--- src/rtl/pn_pkg.sv ---
`default_nettype none

package pn_pkg;

    localparam int unsigned SAMPLE_W   = 16;
    localparam int unsigned OUT_W      = 24;
    localparam int unsigned PASS_SHIFT = OUT_W - SAMPLE_W;
    localparam int unsigned CNT_W      = $clog2(OUT_W);

    // 1.0 in Q4.12.
    localparam logic [SAMPLE_W-1:0] ONE_Q12 = 16'd4096;

    localparam logic [OUT_W-1:0] OUT_POS_MAX = 24'h7F_FFFF;
    localparam logic [OUT_W-1:0] OUT_NEG_MAX = 24'h80_0000;

    localparam logic [CNT_W-1:0] LAST_BIT = CNT_W'(OUT_W - 1);

    localparam logic MODE_MEASURE = 1'b0;
    localparam logic MODE_SCALE   = 1'b1;

endpackage

`default_nettype wire

--- src/rtl/pn_if.sv ---
`default_nettype none

interface pn_in_if;
    logic                                 valid;
    logic                                 ready;
    logic                                 mode;
    logic                                 first;
    logic signed [pn_pkg::SAMPLE_W-1:0]   sample;

    modport source (output valid, output mode, output first, output sample, input ready);
    modport sink   (input valid, input mode, input first, input sample, output ready);
endinterface

interface pn_out_if;
    logic                                 valid;
    logic                                 ready;
    logic signed [pn_pkg::OUT_W-1:0]      out_sample;
    logic                                 was_scaled;

    modport source (output valid, output out_sample, output was_scaled, input ready);
    modport sink   (input valid, input out_sample, input was_scaled, output ready);
endinterface

`default_nettype wire

--- src/rtl/peak_normalizer_unit.sv ---
// Channel    Dir   Payload                          Handshake
// audio      in    mode, first, sample (Q4.12)      valid / ready
// result     out   out_sample (Q4.20), was_scaled   valid / ready
// cfg        in    cfg_wdata (only_if_too_high)     cfg_we, no wait
//
// A measure request produces no result.
// A divided scale request is loaded, then runs the restoring divider that
// yields one quotient bit per cycle, then writes the output register once
// that is free. A pass-through scale request goes from load straight to the write.
// Reset clears the peak, the mode bit and all control state.
// The output register holds a result while the sink stalls; a new request is
// accepted as soon as the block is back in ST_IDLE, even with a result still waiting.

`default_nettype none

module peak_normalizer_unit (
    input  wire logic     clk,
    input  wire logic     rst_n,
    pn_in_if.sink         audio,
    pn_out_if.source      result,
    input  wire logic     cfg_we,
    input  wire logic     cfg_wdata
);

    localparam logic [1:0] ST_IDLE  = 2'd0;
    localparam logic [1:0] ST_DIV   = 2'd1;
    localparam logic [1:0] ST_WRITE = 2'd2;

    logic [1:0]                    state_reg, state_next;
    logic [pn_pkg::CNT_W-1:0]      cnt_reg, cnt_next;
    logic [pn_pkg::SAMPLE_W-1:0]   peak_reg, peak_next;
    logic                          oith_reg;
    logic                          neg_reg, neg_next;
    logic                          ovf_reg, ovf_next;
    logic                          scaled_reg, scaled_next;
    logic [pn_pkg::OUT_W-1:0]      sr_reg, sr_next;
    logic [pn_pkg::SAMPLE_W-1:0]   rem_reg, rem_next;
    logic                          out_valid_reg, out_valid_next;
    logic [pn_pkg::OUT_W-1:0]      out_sample_reg, out_sample_next;
    logic                          out_scaled_reg, out_scaled_next;

    logic                          accept;
    logic                          in_neg;
    logic [pn_pkg::SAMPLE_W-1:0]   in_mag;
    logic                          pass;
    logic [pn_pkg::SAMPLE_W:0]     trial;
    logic                          qbit;
    logic                          write_out;
    logic [pn_pkg::OUT_W-1:0]      sat_value;

    assign accept = audio.valid && audio.ready;
    assign audio.ready = (state_reg == ST_IDLE);

    assign in_neg = audio.sample[pn_pkg::SAMPLE_W-1];
    assign in_mag = in_neg ? (~audio.sample + 1'b1) : audio.sample;

    assign pass = (peak_reg == '0) || (oith_reg && (peak_reg <= pn_pkg::ONE_Q12));

    assign trial = {rem_reg, sr_reg[pn_pkg::OUT_W-1]};
    assign qbit  = (trial >= {1'b0, peak_reg});

    assign write_out = (state_reg == ST_WRITE) && (!out_valid_reg || result.ready);

    // Saturate the unsigned quotient and apply the sample's sign; a pass-through value goes out unchanged.
    always_comb
    begin
        if (!scaled_reg)
        begin
            sat_value = sr_reg;
        end
        else if (neg_reg)
        begin
            if (ovf_reg || (sr_reg > pn_pkg::OUT_NEG_MAX))
                sat_value = pn_pkg::OUT_NEG_MAX;
            else
                sat_value = ~sr_reg + 1'b1;
        end
        else
        begin
            if (ovf_reg || sr_reg[pn_pkg::OUT_W-1])
                sat_value = pn_pkg::OUT_POS_MAX;
            else
                sat_value = sr_reg;
        end
    end

    always_comb
    begin
        state_next      = state_reg;
        cnt_next        = cnt_reg;
        peak_next       = peak_reg;
        neg_next        = neg_reg;
        ovf_next        = ovf_reg;
        scaled_next     = scaled_reg;
        sr_next         = sr_reg;
        rem_next        = rem_reg;
        out_valid_next  = out_valid_reg && !result.ready;
        out_sample_next = out_sample_reg;
        out_scaled_next = out_scaled_reg;

        unique case (state_reg)
            ST_IDLE:
            begin
                if (accept)
                begin
                    if (audio.mode == pn_pkg::MODE_MEASURE)
                    begin
                        if (audio.first || (in_mag > peak_reg))
                            peak_next = in_mag;
                    end
                    else if (pass)
                    begin
                        sr_next     = {audio.sample, {pn_pkg::PASS_SHIFT{1'b0}}};
                        neg_next    = 1'b0;
                        ovf_next    = 1'b0;
                        scaled_next = 1'b0;
                        state_next  = ST_WRITE;
                    end
                    else
                    begin
                        // The quotient needs more than 24 bits when mag >= 16 * peak.
                        ovf_next    = ({4'b0, in_mag} >= {peak_reg, 4'b0});
                        neg_next    = in_neg;
                        scaled_next = 1'b1;
                        rem_next    = {4'b0, in_mag[pn_pkg::SAMPLE_W-1:4]};
                        sr_next     = {in_mag[3:0], 20'b0};
                        cnt_next    = pn_pkg::LAST_BIT;
                        state_next  = ST_DIV;
                    end
                end
            end
            ST_DIV:
            begin
                rem_next = qbit ? 16'(trial - {1'b0, peak_reg}) : trial[pn_pkg::SAMPLE_W-1:0];
                sr_next  = {sr_reg[pn_pkg::OUT_W-2:0], qbit};
                cnt_next = cnt_reg - 1'b1;
                if (cnt_reg == '0)
                    state_next = ST_WRITE;
            end
            ST_WRITE:
            begin
                if (write_out)
                begin
                    out_valid_next  = 1'b1;
                    out_sample_next = sat_value;
                    out_scaled_next = scaled_reg;
                    state_next      = ST_IDLE;
                end
            end
            default:
            begin
                state_next = ST_IDLE;
            end
        endcase
    end

    always_ff @(posedge clk or negedge rst_n)
    begin
        if (!rst_n)
        begin
            state_reg     <= ST_IDLE;
            cnt_reg       <= '0;
            peak_reg      <= '0;
            oith_reg      <= 1'b0;
            out_valid_reg <= 1'b0;
        end
        else
        begin
            state_reg     <= state_next;
            cnt_reg       <= cnt_next;
            peak_reg      <= peak_next;
            out_valid_reg <= out_valid_next;
            if (cfg_we)
                oith_reg <= cfg_wdata;
        end
    end

    always_ff @(posedge clk)
    begin
        neg_reg        <= neg_next;
        ovf_reg        <= ovf_next;
        scaled_reg     <= scaled_next;
        sr_reg         <= sr_next;
        rem_reg        <= rem_next;
        out_sample_reg <= out_sample_next;
        out_scaled_reg <= out_scaled_next;
    end

    assign result.valid      = out_valid_reg;
    assign result.out_sample = out_sample_reg;
    assign result.was_scaled = out_scaled_reg;

    // Without overflow the partial remainder always stays below the divisor.
    a_rem_below_peak: assert property (@(posedge clk) disable iff (!rst_n)
        (state_reg == ST_DIV && !ovf_reg) |-> (rem_reg < peak_reg))
        else $error("divider remainder not below peak");

    a_div_ends: assert property (@(posedge clk) disable iff (!rst_n)
        (state_reg == ST_DIV && cnt_reg == '0) |=> (state_reg == ST_WRITE))
        else $error("divider did not finish after the last bit");

    a_measure_no_busy: assert property (@(posedge clk) disable iff (!rst_n)
        (accept && audio.mode == pn_pkg::MODE_MEASURE) |=> (state_reg == ST_IDLE))
        else $error("measure request left the block busy");

    // A pass-through result is the sample shifted up, so its low bits are zero.
    a_pass_low_zero: assert property (@(posedge clk) disable iff (!rst_n)
        (result.valid && !result.was_scaled) |-> (result.out_sample[7:0] == 8'd0))
        else $error("pass-through result has nonzero fraction bits");

endmodule

`default_nettype wire

--- src/flat_wrapper.sv ---
// flat-port wrapper written by rule: the top's interface ports become plain ports
module peak_normalizer_unit_flat 
  (clk, rst_n, cfg_we, cfg_wdata, audio_valid, audio_mode, audio_first, audio_sample, audio_ready, result_valid, result_out_sample, result_was_scaled, result_ready);
  pn_in_if audio_i ();
  pn_out_if result_i ();
  input  wire logic clk;
  input  wire logic rst_n;
  input  wire logic cfg_we;
  input  wire logic cfg_wdata;
  input wire logic [$bits(audio_i.valid)-1:0] audio_valid;
  input wire logic [$bits(audio_i.mode)-1:0] audio_mode;
  input wire logic [$bits(audio_i.first)-1:0] audio_first;
  input wire logic [$bits(audio_i.sample)-1:0] audio_sample;
  output wire logic [$bits(audio_i.ready)-1:0] audio_ready;
  output wire logic [$bits(result_i.valid)-1:0] result_valid;
  output wire logic [$bits(result_i.out_sample)-1:0] result_out_sample;
  output wire logic [$bits(result_i.was_scaled)-1:0] result_was_scaled;
  input wire logic [$bits(result_i.ready)-1:0] result_ready;
  assign audio_i.valid = audio_valid;
  assign audio_i.mode = audio_mode;
  assign audio_i.first = audio_first;
  assign audio_i.sample = audio_sample;
  assign audio_ready = audio_i.ready;
  assign result_valid = result_i.valid;
  assign result_out_sample = result_i.out_sample;
  assign result_was_scaled = result_i.was_scaled;
  assign result_i.ready = result_ready;
  peak_normalizer_unit u_core (.clk(clk), .rst_n(rst_n), .audio(audio_i), .result(result_i), .cfg_we(cfg_we), .cfg_wdata(cfg_wdata));
endmodule
--- config.mk ---
export PLATFORM = sky130hd
export DESIGN_NAME = peak_normalizer_unit_flat
export DESIGN_NICKNAME = d
export VERILOG_FILES = /design/src/rtl/pn_pkg.sv /design/src/rtl/pn_if.sv /design/src/rtl/peak_normalizer_unit.sv /design/src/flat_wrapper.sv
export SDC_FILE = /design/constraint.sdc
export NUM_CORES = 1
export LEC_CHECK = 0
export BUFFER_PORTS_ARGS = -buffer_cell sky130_fd_sc_hd__buf_2
export CAP_MARGIN = 20
export CORE_MARGIN = 10
export CORE_UTILIZATION = 45
export CTS_CLUSTER_SIZE = 30
export DETAILED_ROUTE_END_ITERATION = 10
export GPL_ROUTABILITY_DRIVEN = 0
export PLACE_DENSITY = 0.65
export SYNTH_ARGS = -nofsm -noshare
export SYNTH_HDL_FRONTEND = slang
export SYNTH_SLANG_ARGS = --single-unit
--- constraint.sdc ---
create_clock -name clk -period 3.1 [get_ports clk]
set_input_delay 0.775 -clock clk [delete_from_list [all_inputs] [get_ports clk]]
set_output_delay 0.775 -clock clk [all_outputs]
set_load 0.02 [all_outputs]
==> results.json <==
{
  "fin_crit_ps": 3150,
  "crit_top_cell": "a21o_1",
  "violations": "setup timing",
  "hold_buffers": 0,
  "cts.sinks": 93,
  "synth_warnings": 0,
  "instances_no_fill": 945,
  "arrival_ps": 3390,
  "synth_ff_type": "edfxtp_1",
  "synth-simple-area-share_pct": 17.3,
  "grt_start_max_net_pins": 42,
  "core_area_um2": 13900,
  "synth_top_family_by_area": "compound AO/OA/AOI/OAI gates",
  "finalHoldViolCount": 0,
  "dr.pass1.iters": 6,
  "synth_fa_ha_area_share_pct": 9.75,
  "clock_latency_ps": 350,
  "slowest_delay_ps": 400,
  "cts_tree": "yes",
  "grt_pass1_vias": 5387,
  "fmax_mhz": 318,
  "ys_seq_area_share_pct": 41.9,
  "crit_buf_inv": 2,
  "synthXorXnorAreaFrac_pct": 3.03,
  "die_w_um": 139,
  "start_kind": "primary input",
  "wl_per_cell_um": 18.0,
  "ios": 51,
  "postSynthAreaPerCell_um2": 9.63,
  "diodes": 0,
  "num_rows": 43,
  "clk_pin_slew_worst_paths_ps": 70,
  "maxSlewHeadroom_pct": 56.3,
  "power.total_mw": 8.04,
  "cts-root-buf": "clkbuf_16",
  "cp_slowest_cell": "or3_4",
  "postSynthCellCount": 661,
  "fin_ws_ps": -47.0,
  "synthArstFlopShare_pct": 26.9,
  "dp_hpwl_mm": 12.8,
  "vdd_drop_max_uv": 652,
  "worstMarginPinSlew_ps": 652,
  "rsz0062_at_grt": "yes",
  "setup_viol": 16,
  "io_buffer_count": 50,
  "timing.final.max_slew_violations": 0,
  "drc_errors": 0,
  "grt_pass1_wl_mm": 27.2,
  "overflow": 0,
  "antenna_left": 0,
  "hold-worst-slack_ps": 410,
  "routed_wirelength_mm": 17.0,
  "final_nets": 833,
  "start_util_pct": 45.8,
  "worstSetupPathType": "primary input to flip-flop",
  "synth_edf_count": 68,
  "ys_ff_latch": 93,
  "power_leakage_nw": 3.26,
  "fin_area_um2": 7740,
  "cts_max_level": 3,
  "fin_tns_setup_ps": -468,
  "drtIter0Drc": 363,
  "utilization_pct": 55.8,
  "dr_total_vias": 5503,
  "place_ws_ps": -552,
  "finalClockSkew_ps": 7.95,
  "maxCapViolCount": 0,
  "vias_per_cell": 5.82,
  "numCtsBuffers": 9,
  "synth_area_um2": 6360,
  "die-area_um2": 19300,
  "placed_area_um2": 7220,
  "crit_required_ps": 3340,
  "syn-num-nets": 734,
  "power_density_nw_per_um2": 1040,
  "cp_max_fo": 7,
  "end_kind": "flip-flop",
  "synth.area.mux_share_pct": 5.41,
  "clockBufferDepth": 2,
  "place_inst": 917,
  "outcome": "finished, violations left",
  "crit_chain": "buf_2, or3_4, o31ai_4, xnor2_2, ha_1, a21o_1, a21o_1, a21oi_2, o21a_1, o2111ai_2, nand2_2, buf_6, mux2_2",
  "area_growth_pct": 21.7,
  "hp-class": "primary input to async pin",
  "finalCritPeriodShare_pct": 102,
  "path_delay_family": "compound AO/OA/AOI/OAI gates",
  "die_y_um": 139,
  "drive_gt1_share_pct": 25.6,
  "grtUsageTotal_pct": 17.1,
  "ys_types": 70,
  "synth_compound_area_share_pct": 19.1,
  "antenna_found_initial": 0
}
## worst paths after layout
check,slack [ps],startpoint,end,cells after the start
worst max-delay path,-50,audio_sample[1],u_core.peak_reg[3]$_DFFE_PN0P_,13
worst min-delay path,410,rst_n,u_core.state_reg[1]$_DFFE_PN0P_,1
worst max register to register,340,u_core.peak_reg[1]$_DFFE_PN0P_,u_core.rem_reg[6]$_DFFE_PP_,9
worst min register to register,520,u_core.cnt_reg[4]$_DFFE_PN0P_,u_core.cnt_reg[4]$_DFFE_PN0P_,2
max in group asynchronous,2310,rst_n,u_core.peak_reg[8]$_DFFE_PN0P_,1
min in group clk,520,u_core.cnt_reg[4]$_DFFE_PN0P_,u_core.cnt_reg[4]$_DFFE_PN0P_,2
## worst reg2reg max path, stage by stage, from the launching register on
cell      delay (ps)
dfrtp_1          490
inv_1            150
ha_1             310
nor2b_1          190
o21bai_1         140
a211o_1          300
o211ai_2         110
o21a_2           420
mux2i_1          280
a21oi_1          100
## per-layer routing
layer  track usage (%)  vias up  part of all wire [%]
li1                  -     2661                     -
met5                 0        -                     0
met2              28.6      171                    50
met3              3.66       27                   4.7
met4              6.70        0                   2.0
met1              20.9     2644                    44
## report_power, final
group | internal [mW] | switching, mW | leakage, nW | total, mW
combinational | 1.93 | 2.56 | 2.15 | 4.50
clock | 0.568 | 0.483 | 0.134 | 1.05
sequential | 2.04 | 0.457 | 0.968 | 2.49
total | 4.54 | 3.50 | 3.26 | 8.04
## final cells by class
type                    count  area [um2]
repair buffers            114         754
fillers                  1213        6140
well taps                 180         225
clock buffers              11         243
multi-input cells         514        3710
inverters                  28         108
flip-flops and latches     93        2670
clock inverters             5        33.8
## cells by family after synthesis
logic type / after synthesis
and+or+nand+nor: 218
adders and majority gates: 49
xor gates and xnor gates: 22
muxes: 32
AOI/OAI and AO/OA: 193
buffers and inverters: 54
DFF: 93
## synth_stat cells (7+ instances only)
| library cell | n | area [um2] |
|---|---|---|
| nand2_1 | 70 | 263 |
| edfxtp_1 | 68 | 2040 |
| a21oi_1 | 52 | 260 |
| nor2_1 | 50 | 188 |
| ha_1 | 48 | 601 |
| o21ai_0 | 46 | 230 |
| inv_1 | 28 | 105 |
| dfrtp_1 | 25 | 626 |
| clkbuf_1 | 19 | 71.3 |
| mux2_2 | 19 | 214 |
| xnor2_1 | 17 | 149 |
| nand3_1 | 15 | 75.1 |
| nor3_1 | 15 | 75.1 |
| a21o_1 | 14 | 105 |
| mux2i_1 | 13 | 130 |
| nor2b_1 | 12 | 75.1 |
| o21a_1 | 12 | 90.1 |
| o31ai_1 | 10 | 75.1 |
| a31oi_1 | 9 | 56.3 |
| nand2b_1 | 8 | 50.1 |
| and2_1 | 7 | 43.8 |
## placed cells by master, fill, tap and decap left out, types with 14 or more instances in the layout
cell type / synthesis / routed
nand2_1: 70 / 69
edfxtp_1: 68 / 68
buf_4: 2 / 61
a21oi_1: 52 / 49
nor2_1: 50 / 48
buf_2: 3 / 48
ha_1: 48 / 47
o21ai_0: 46 / 43
inv_1: 28 / 26
dfrtp_1: 25 / 25
mux2_2: 19 / 17
nand3_1: 15 / 14
a21o_1: 14 / 14
## timing repair
| item | 4_1_cts | 5_1_grt |
|---|---|---|
| gates resized for setup | 19 | 17 |
| cloned | 1 | 0 |
| setup buffers | 7 | 4 |
| endpoints found under the setup margin | 16 | 21 |
| pin swaps | 11 | 13 |
No activity file was read; power rests on OpenSTA's default activity.
